===== config.mk =====
export PLATFORM = sky130hd
export DESIGN_NAME = sparse_one_hot_scatter_core
export DESIGN_NICKNAME = d
export VERILOG_FILES = /design/src/hw/rtl/sosc_pkg.sv /design/src/hw/rtl/sosc_cfg_regs.sv /design/src/hw/rtl/sosc_slot_ram.sv /design/src/hw/rtl/sosc_engine.sv /design/src/hw/rtl/sparse_one_hot_scatter_core.sv
export SDC_FILE = /design/constraint.sdc
export NUM_CORES = 2
export LEC_CHECK = 0
export ABC_AREA = 1
export CELL_PAD_IN_SITES_DETAIL_PLACEMENT = 0
export CELL_PAD_IN_SITES_GLOBAL_PLACEMENT = 1
export CORE_MARGIN = 3
export CORE_UTILIZATION = 45
export CTS_CLUSTER_SIZE = 30
export DETAILED_ROUTE_END_ITERATION = 16
export DONT_BUFFER_PORTS = 1
export HOLD_SLACK_MARGIN = 0.05
export PLACE_DENSITY = 0.76
export SYNTH_ARGS = -nofsm -noshare
export SYNTH_HDL_FRONTEND = slang
export SYNTH_SLANG_ARGS = --single-unit

===== constraint.sdc =====
create_clock -name clk -period 5.6 [get_ports clk]
set_clock_uncertainty 0.1 [all_clocks]
set_input_delay 0.56 -clock clk [delete_from_list [all_inputs] [get_ports clk]]
set_output_delay 0.56 -clock clk [all_outputs]
set_load 0.05 [all_outputs]

===== src/hw/rtl/sosc_pkg.sv =====
package sosc_pkg;

  localparam int LEVEL_CODE_W = 7;
  localparam int LEVEL_IDX_W  = 6;
  localparam int SLOT_W       = 20;
  localparam int CFG_IDX_W    = 2;
  localparam int CFG_DATA_W   = 7;

  localparam logic [SLOT_W-1:0] SLOT_MAX = {SLOT_W{1'b1}};

  localparam int DEF_MAX_LEVELS = 64;
  localparam int DEF_MAX_LENGTH = 1048576;

  localparam logic [LEVEL_CODE_W-1:0] RST_LEVEL_COUNT    = 7'd2;
  localparam logic                    RST_ONE_HOT_MODE   = 1'b1;
  localparam logic                    RST_MISSING_ENABLE = 1'b1;

  typedef enum logic [CFG_IDX_W-1:0] {
    CFG_LEVEL_COUNT    = 2'd0,
    CFG_ONE_HOT_MODE   = 2'd1,
    CFG_MISSING_ENABLE = 2'd2
  } cfg_idx_t;

  typedef struct packed {
    logic [LEVEL_CODE_W-1:0] level_count;
    logic                    one_hot_mode;
    logic                    missing_enable;
  } cfg_t;

endpackage


===== src/hw/rtl/sosc_cfg_regs.sv =====
module sosc_cfg_regs
  import sosc_pkg::*;
(
  input  logic                  clk,
  input  logic                  rst_n,
  input  logic                  cfg_valid,
  output logic                  cfg_ready,
  input  logic [CFG_IDX_W-1:0]  cfg_index,
  input  logic [CFG_DATA_W-1:0] cfg_data,
  output cfg_t                  cfg
);

  cfg_t cfg_r;
  cfg_t cfg_nxt;

  assign cfg_ready = 1'b1;
  assign cfg       = cfg_r;

  always_comb begin
    cfg_nxt = cfg_r;
    if (cfg_valid) begin
      case (cfg_index)
        CFG_LEVEL_COUNT:    cfg_nxt.level_count    = cfg_data;
        CFG_ONE_HOT_MODE:   cfg_nxt.one_hot_mode   = cfg_data[0];
        CFG_MISSING_ENABLE: cfg_nxt.missing_enable = cfg_data[0];
        default:            cfg_nxt = cfg_r;
      endcase
    end
  end

  always_ff @(posedge clk) begin
    if (!rst_n) begin
      cfg_r.level_count    <= RST_LEVEL_COUNT;
      cfg_r.one_hot_mode   <= RST_ONE_HOT_MODE;
      cfg_r.missing_enable <= RST_MISSING_ENABLE;
    end else begin
      cfg_r <= cfg_nxt;
    end
  end

endmodule


===== src/hw/rtl/sosc_slot_ram.sv =====
module sosc_slot_ram
  import sosc_pkg::*;
#(
  parameter int DEPTH  = DEF_MAX_LEVELS,
  parameter int ADDR_W = $clog2(DEPTH)
) (
  input  logic              clk,
  input  logic              re,
  input  logic [ADDR_W-1:0] raddr,
  output logic [SLOT_W-1:0] rdata,
  input  logic              we,
  input  logic [ADDR_W-1:0] waddr,
  input  logic [SLOT_W-1:0] wdata
);

  logic [SLOT_W-1:0] mem [DEPTH];
  logic [SLOT_W-1:0] rdata_r;

  assign rdata = rdata_r;

  // Read data holds while no read is issued, so a stalled consumer keeps it.
  always_ff @(posedge clk) begin
    if (we) begin
      mem[waddr] <= wdata;
    end
    if (re) begin
      rdata_r <= mem[raddr];
    end
  end

endmodule


===== src/hw/rtl/sosc_engine.sv =====
module sosc_engine
  import sosc_pkg::*;
#(
  parameter int MAX_LEVELS = DEF_MAX_LEVELS,
  parameter int MAX_LENGTH = DEF_MAX_LENGTH,
  parameter int POS_W      = $clog2(MAX_LENGTH + 1),
  parameter int LVL_W      = $clog2(MAX_LEVELS)
) (
  input  logic                    clk,
  input  logic                    rst_n,
  input  cfg_t                    cfg,
  input  logic                    in_valid,
  output logic                    in_stall,
  input  logic [LEVEL_CODE_W-1:0] in_level_code,
  input  logic                    in_is_missing,
  input  logic                    in_last_element,
  output logic                    out_valid,
  input  logic                    out_stall,
  output logic [LEVEL_IDX_W-1:0]  out_level_index,
  output logic [SLOT_W-1:0]       out_slot_index,
  output logic [POS_W-1:0]        out_position,
  output logic                    out_value_missing,
  output logic                    out_error_flag,
  output logic                    out_last_of_run,
  output logic                    mem_re,
  output logic [LVL_W-1:0]        mem_raddr,
  input  logic [SLOT_W-1:0]       mem_rdata,
  output logic                    mem_we,
  output logic [LVL_W-1:0]        mem_waddr,
  output logic [SLOT_W-1:0]       mem_wdata
);

  typedef enum logic [1:0] {
    S_IDLE = 2'b01,
    S_RUN  = 2'b10
  } state_t;

  typedef enum logic [1:0] {
    K_ENTRY = 2'd0,
    K_WALK  = 2'd1,
    K_ERROR = 2'd2,
    K_NONE  = 2'd3
  } kind_t;

  localparam logic [LEVEL_CODE_W-1:0] MAX_LVL_C = LEVEL_CODE_W'(MAX_LEVELS);
  localparam logic [POS_W-1:0]        MAX_POS_C = POS_W'(MAX_LENGTH);

  state_t                  state_r, state_nxt;
  kind_t                   kind_r, kind_nxt;
  logic [LVL_W-1:0]        lvl_r, lvl_nxt;
  logic                    last_r, last_nxt;
  logic [POS_W-1:0]        pos_r, pos_nxt;
  logic [MAX_LEVELS-1:0]   valid_r, valid_nxt;

  logic                    out_valid_r, out_valid_nxt;
  logic [LEVEL_IDX_W-1:0]  out_level_index_r, out_level_index_nxt;
  logic [SLOT_W-1:0]       out_slot_index_r, out_slot_index_nxt;
  logic [POS_W-1:0]        out_position_r, out_position_nxt;
  logic                    out_value_missing_r, out_value_missing_nxt;
  logic                    out_error_flag_r, out_error_flag_nxt;
  logic                    out_last_of_run_r, out_last_of_run_nxt;

  logic [LEVEL_CODE_W-1:0] nlv;
  logic [LVL_W-1:0]        last_lvl;
  logic [LVL_W-1:0]        code_lvl;
  logic [SLOT_W-1:0]       slot_cur;
  logic [SLOT_W-1:0]       slot_inc;
  logic                    emit_ok;
  logic                    finish;

  assign in_stall          = (state_r != S_IDLE);
  assign out_valid         = out_valid_r;
  assign out_level_index   = out_level_index_r;
  assign out_slot_index    = out_slot_index_r;
  assign out_position      = out_position_r;
  assign out_value_missing = out_value_missing_r;
  assign out_error_flag    = out_error_flag_r;
  assign out_last_of_run   = out_last_of_run_r;

  always_comb begin
    if (cfg.level_count == '0) begin
      nlv = LEVEL_CODE_W'(1);
    end else if (cfg.level_count > MAX_LVL_C) begin
      nlv = MAX_LVL_C;
    end else begin
      nlv = cfg.level_count;
    end
  end

  assign last_lvl = LVL_W'(nlv - LEVEL_CODE_W'(1));
  assign code_lvl = LVL_W'(in_level_code - LEVEL_CODE_W'(1));
  // An entry not written since the last clear counts as zero.
  assign slot_cur = valid_r[lvl_r] ? mem_rdata : '0;
  assign slot_inc = (slot_cur == SLOT_MAX) ? slot_cur : slot_cur + SLOT_W'(1);
  assign emit_ok  = !out_valid_r || !out_stall;

  always_comb begin
    state_nxt             = state_r;
    kind_nxt              = kind_r;
    lvl_nxt               = lvl_r;
    last_nxt              = last_r;
    pos_nxt               = pos_r;
    valid_nxt             = valid_r;
    mem_re                = 1'b0;
    mem_raddr             = lvl_r;
    mem_we                = 1'b0;
    mem_waddr             = lvl_r;
    mem_wdata             = slot_inc;
    finish                = 1'b0;
    out_valid_nxt         = out_valid_r && out_stall;
    out_level_index_nxt   = out_level_index_r;
    out_slot_index_nxt    = out_slot_index_r;
    out_position_nxt      = out_position_r;
    out_value_missing_nxt = out_value_missing_r;
    out_error_flag_nxt    = out_error_flag_r;
    out_last_of_run_nxt   = out_last_of_run_r;

    case (state_r)
      S_IDLE: begin
        if (in_valid) begin
          if (pos_r < MAX_POS_C) begin
            pos_nxt = pos_r + POS_W'(1);
          end
          last_nxt  = in_last_element;
          state_nxt = S_RUN;
          mem_re    = 1'b1;
          if (in_is_missing) begin
            kind_nxt  = cfg.missing_enable ? K_WALK : K_ERROR;
            lvl_nxt   = '0;
            mem_raddr = '0;
          end else if (in_level_code == '0) begin
            kind_nxt = cfg.one_hot_mode ? K_ERROR : K_NONE;
          end else if (in_level_code > nlv) begin
            kind_nxt = K_ERROR;
          end else begin
            kind_nxt  = K_ENTRY;
            lvl_nxt   = code_lvl;
            mem_raddr = code_lvl;
          end
        end
      end
      S_RUN: begin
        case (kind_r)
          K_NONE: begin
            finish = 1'b1;
          end
          K_ERROR: begin
            if (emit_ok) begin
              out_valid_nxt         = 1'b1;
              out_level_index_nxt   = '0;
              out_slot_index_nxt    = '0;
              out_position_nxt      = pos_r;
              out_value_missing_nxt = 1'b0;
              out_error_flag_nxt    = 1'b1;
              out_last_of_run_nxt   = 1'b1;
              finish                = 1'b1;
            end
          end
          K_ENTRY, K_WALK: begin
            if (emit_ok) begin
              out_valid_nxt         = 1'b1;
              out_level_index_nxt   = LEVEL_IDX_W'(lvl_r);
              out_slot_index_nxt    = slot_cur;
              out_position_nxt      = pos_r;
              out_value_missing_nxt = (kind_r == K_WALK);
              out_error_flag_nxt    = 1'b0;
              mem_we                = 1'b1;
              valid_nxt[lvl_r]      = 1'b1;
              if (kind_r == K_WALK && lvl_r != last_lvl) begin
                // Fetch the next level while this one is written back.
                out_last_of_run_nxt = 1'b0;
                lvl_nxt             = lvl_r + LVL_W'(1);
                mem_re              = 1'b1;
                mem_raddr           = lvl_r + LVL_W'(1);
              end else begin
                out_last_of_run_nxt = 1'b1;
                finish              = 1'b1;
              end
            end
          end
          default: begin
            finish = 1'b1;
          end
        endcase
        if (finish) begin
          state_nxt = S_IDLE;
          if (last_r) begin
            valid_nxt = '0;
            pos_nxt   = '0;
          end
        end
      end
      default: begin
        state_nxt = S_IDLE;
      end
    endcase
  end

  always_ff @(posedge clk) begin
    if (!rst_n) begin
      state_r     <= S_IDLE;
      pos_r       <= '0;
      valid_r     <= '0;
      out_valid_r <= 1'b0;
    end else begin
      state_r     <= state_nxt;
      pos_r       <= pos_nxt;
      valid_r     <= valid_nxt;
      out_valid_r <= out_valid_nxt;
    end
  end

  always_ff @(posedge clk) begin
    kind_r              <= kind_nxt;
    lvl_r               <= lvl_nxt;
    last_r              <= last_nxt;
    out_level_index_r   <= out_level_index_nxt;
    out_slot_index_r    <= out_slot_index_nxt;
    out_position_r      <= out_position_nxt;
    out_value_missing_r <= out_value_missing_nxt;
    out_error_flag_r    <= out_error_flag_nxt;
    out_last_of_run_r   <= out_last_of_run_nxt;
  end

endmodule


===== src/hw/rtl/sparse_one_hot_scatter_core.sv =====
// Sparse one-hot scatter core.
// Input channel (in_valid / in_stall) carries one category code per vector
// element; an item is taken on an edge with in_valid high and in_stall low.
// Result channel (out_valid / out_stall) returns one item per sparse entry:
// level column, slot within that column, 1-based position and value flag.
// Errors come back as a single item with error_flag set; a reference-level
// code outside one-hot mode returns nothing. last_of_run marks the final
// result of each input item. The cfg_ channel writes level_count (index 0),
// one_hot_mode (1) and missing_enable (2) and is always ready; write only
// while the core is idle.
// Sequence: an ordinary item first reads its level's slot counter from the
// counter RAM, then emits the result and writes the counter back; no new item
// is taken until the result is emitted. A missing item with missing handling
// on walks every configured level, one RAM read-modify-write per level. The
// first result is registered after the counter read.
// Reset and the final element of a vector clear the position counter and all
// slot counters at once through per-level valid flags, so no clearing pass is
// needed. While the receiver stalls, the held result stays put and the walk
// pauses; one new item can still be accepted behind a waiting result.
module sparse_one_hot_scatter_core
  import sosc_pkg::*;
#(
  parameter int MAX_LEVELS = DEF_MAX_LEVELS,
  parameter int MAX_LENGTH = DEF_MAX_LENGTH,
  localparam int POS_W     = $clog2(MAX_LENGTH + 1)
) (
  input  logic                    clk,
  input  logic                    rst_n,
  input  logic                    in_valid,
  output logic                    in_stall,
  input  logic [LEVEL_CODE_W-1:0] in_level_code,
  input  logic                    in_is_missing,
  input  logic                    in_last_element,
  output logic                    out_valid,
  input  logic                    out_stall,
  output logic [LEVEL_IDX_W-1:0]  out_level_index,
  output logic [SLOT_W-1:0]       out_slot_index,
  output logic [POS_W-1:0]        out_position,
  output logic                    out_value_missing,
  output logic                    out_error_flag,
  output logic                    out_last_of_run,
  input  logic                    cfg_valid,
  output logic                    cfg_ready,
  input  logic [CFG_IDX_W-1:0]    cfg_index,
  input  logic [CFG_DATA_W-1:0]   cfg_data
);

  localparam int LVL_W = $clog2(MAX_LEVELS);

  cfg_t              cfg;
  logic              mem_re;
  logic [LVL_W-1:0]  mem_raddr;
  logic [SLOT_W-1:0] mem_rdata;
  logic              mem_we;
  logic [LVL_W-1:0]  mem_waddr;
  logic [SLOT_W-1:0] mem_wdata;

  // Configuration registers.
  sosc_cfg_regs u_cfg (
    .clk       (clk),
    .rst_n     (rst_n),
    .cfg_valid (cfg_valid),
    .cfg_ready (cfg_ready),
    .cfg_index (cfg_index),
    .cfg_data  (cfg_data),
    .cfg       (cfg)
  );

  // One slot counter per level; registered read.
  sosc_slot_ram #(
    .DEPTH  (MAX_LEVELS),
    .ADDR_W (LVL_W)
  ) u_ram (
    .clk   (clk),
    .re    (mem_re),
    .raddr (mem_raddr),
    .rdata (mem_rdata),
    .we    (mem_we),
    .waddr (mem_waddr),
    .wdata (mem_wdata)
  );

  // Sequencer: classifies each item, runs the counter read-modify-write
  // and holds the result register towards the receiver.
  sosc_engine #(
    .MAX_LEVELS (MAX_LEVELS),
    .MAX_LENGTH (MAX_LENGTH),
    .POS_W      (POS_W),
    .LVL_W      (LVL_W)
  ) u_engine (
    .clk               (clk),
    .rst_n             (rst_n),
    .cfg               (cfg),
    .in_valid          (in_valid),
    .in_stall          (in_stall),
    .in_level_code     (in_level_code),
    .in_is_missing     (in_is_missing),
    .in_last_element   (in_last_element),
    .out_valid         (out_valid),
    .out_stall         (out_stall),
    .out_level_index   (out_level_index),
    .out_slot_index    (out_slot_index),
    .out_position      (out_position),
    .out_value_missing (out_value_missing),
    .out_error_flag    (out_error_flag),
    .out_last_of_run   (out_last_of_run),
    .mem_re            (mem_re),
    .mem_raddr         (mem_raddr),
    .mem_rdata         (mem_rdata),
    .mem_we            (mem_we),
    .mem_waddr         (mem_waddr),
    .mem_wdata         (mem_wdata)
  );

endmodule


==> impl_metrics.yaml <==
run_status:
  status: "finished, final reports clean"
cells_and_area:
  finalNetCount: 6259
  postLayoutCoreUtil: 0.5095
  n_fill_cell: 12626
  syn_to_final_growth_pct: 11.97
  multi_input_area_um2: 17800
  drive_gt1_frac: 0.08243
  layout_commonest_cell: "nand3_1"
  seqCellArea_um2: 42690
  final_cell_mix: "1421 x nand3_1, 1353 x edfxtp_1, 1002 x nand2_1"
sta:
  rsz0062_at_grt: "false"
  fin_crit_ns: 5.171
  hold_slack_ns: 0.1129
  relSlewSlack: 0.2647
  tns_ns: 0
  hold_violations: 0
  max_slew.worst_pin.slew_ns: 1.101
  slew_violations: 0
  setup_violations: 0
  min_period_over_period: 0.9233
  maxClockFrequency_ghz: 0.1934
power_and_ir_drop:
  power.density_nw_per_um2: 403.1
  ir_worst_vdd_v: 0.0002924
  leakagePower_uw: 0.02953
logic_synthesis:
  synth_area_leaders: "edfxtp_1 62%, nand3_1 11%, nand2_1 5.8%, inv_1 5.4%, nand3b_1 5.3%"
  synthDistinctLibCells: 47
  syn_inst: 6259
  yosysTopAreaCell: "edfxtp_1"
  ys_ff_latch: 1456
  synth.top_cell.area_share: 0.6193
  yosysSeqAreaShare: 0.6507
  ys_async_sr_fraction: 0
  synth.avg_cell_area_um2: 10.48
  yosysWarnings: 0
  synthesis.nets: 6296
  syn-cell-area_um2: 65610
  synth_top_flop_cell: "edfxtp_1"
  synth_edf_count: 1353
floorplanning:
  start_util: 0.4550
  die_w_um: 387.8
  die_area_um2: 150400
  fp-row-count: 139
  die_h_um: 387.8
  ios: 76
  coreArea_um2: 144200
flow_run:
  maxCapViolations: 0
setup_path:
  cp_cell_sequence: "nor2_1 > nand2_1 > o21ai_4 > inv_2 > ha_1 > nand2_1 > inv_1 > nand2_1 > nand3_1 > nand3_1 > nor2_1 > nand3_1 > nand3_2 > inv_2 > nand2_1 > a21oi_1 > o21ai_1 > a22oi_2 > buf_4 > buf_4 > nand3_1 > nand3_1 > nand3_1 > nand2_1"
  critPathKind: "flop to flop"
  critical_path.max_fanout: 52
  arrival_ns: 5.73
  cp_slowest_cell: "buf_4"
  worst_ep_required_time_ns: 6.16
  cp_common_cell: "nand3_1"
  cp_num_buf_inv: 5
  cpPeakStageDelay_ns: 0.84
  worstSetupEndpointType: "flop"
  cp_top_family: "simple AND/OR/NAND/NOR gates"
  start_kind: "flop"
cts:
  worstSkewPairLatency_ns: 0.79
  tritoncts: "built"
  path_clk_slew_ns: 0.07
  cts_buffer_depth: 3
  cts-root-buf: "clkbuf_16"
  numCtsBuffers: 155
  post-cts-setup-buffers: 0
  cts-htree-levels: 4
  clock-sinks: 1456
grt:
  grt_pass1_wl_um: 290700
  antenna_found_initial: 7
  grt_util_all_layers: 0.2579
  grt_pass1_vias: 43271
  grt_max_degree: 151
  gr-total-overflow: 0
route:
  routed_via_density: 5.613
  drt_iter0_drc: 5103
  vias: 46314
  drtPass1Iterations: 7
  wl_um: 197400
  routedWlPerCell_um: 23.92
  antenna_left: 0
  drc: 0
hold_path:
  hold_class: "input port to flop"
placement:
  port_buffers: 0
  hpwlAfterDp_um: 111200
  gp_congestion: 0.8886
## logic make-up after synthesis
logic type / share of synthesized area
and+or+nand+nor: 0.2370
DFF: 0.6507
buffers and inverters: 0.08498
AOI/OAI and AO/OA: 0.02147
xor gates and xnor gates: 0.003070
adders and majority gates: 0.002670
other: 0.00005716
## state kept, by name, summed over array words and instances (netlist names)
signal / cells
u_cfg.cfg: 9
u_engine.kind_r: 2
u_engine.last_r: 1
u_engine.mem_waddr: 6
u_engine.out_error_flag: 1
u_engine.out_last_of_run: 1
u_engine.out_level_index: 6
u_engine.out_position: 21
u_engine.out_slot_index: 20
u_engine.out_valid: 1
u_engine.out_value_missing: 1
u_engine.pos_r: 21
u_engine.state_r: 2
u_engine.valid_r: 64
u_ram.mem: 1280
u_ram.rdata: 20
## where the power goes
part           leakage, uW  switching (uW)  internal, uW  total (uW)
sequential          0.0149             132         11800       12000
combinational       0.0123            5690          2140        7830
clock              0.00234            4210          5600        9810
total               0.0295           10000         19600       29600
## synthesized netlist by cell type, types with 7 or more instances
cell type / instances
nand2_1: 1006
nor2_1: 156
dfxtp_1: 103
ha_1: 14
o22ai_1: 28
inv_1: 948
buf_1: 14
xor2_1: 18
nand3b_1: 461
buf_6: 27
inv_2: 10
buf_4: 19
buf_2: 151
nor3_1: 41
nand4_1: 24
nand3_1: 1435
clkbuf_1: 187
edfxtp_1: 1353
nand2_2: 7
o21ai_0: 113
a21oi_1: 80
## path summary, 6_finish.rpt
check,cells past startpoint,endpoint,slack [ns],startpoint
max,24,u_ram.rdata[1]$_DFFE_PP_,0.43,u_cfg.cfg[3]$_SDFFE_PN1P_
min,5,u_engine.state_r[1]$_SDFFE_PN0P_,0.11,in_valid
max reg2reg,24,u_ram.rdata[1]$_DFFE_PP_,0.43,u_cfg.cfg[3]$_SDFFE_PN1P_
min reg2reg,0,u_engine.out_position[20]$_DFFE_PP_,0.37,u_engine.pos_r[20]$_SDFFE_PN0P_
## metrics by stage
step                total power, uW  area [um^2]  worst slack, ns  cells
floorplan                     17020        65610           0.6166   6259
global placement              19890        68460           0.5756   7950
detailed placement            19950        68460           0.5155   7950
CTS                           29710        73450           0.4961   8248
global route                  30780        73450          0.05814   8248
finish                        29610        73460           0.4295   8251
## per-layer routing
layer,vias up,wire (um),global-route usage
li1,21271,-,-
met1,22676,82160,0.3599
met2,2006,91490,0.4076
met3,359,16630,0.04246
met4,2,7086,0.09509
met5,-,11,0
## what timing repair did
| item | CTS | global route |
|---|---|---|
| hold endpoints to repair | 43 | 0 |
| hold buffers | 18 | 0 |
| gates resized for setup | 0 | 0 |
## final cells by class
cell class / count / share of cell area
antenna: 3 / 0.0001022
sequential: 1456 / 0.5812
timing repair buffer: 204 / 0.02926
clock buffer: 205 / 0.05779
clock inverter: 75 / 0.007597
multi-input combinational: 3441 / 0.2423
inverter: 964 / 0.04938
tap: 1903 / 0.03241
## tightest hold or removal path, stage by stage
cell     delay (ns)
nor2_1         0.07
inv_1          0.13
nand2_1        0.08
nand2_1        0.06
a21oi_1        0.05
(Power assumes the default switching activity.)
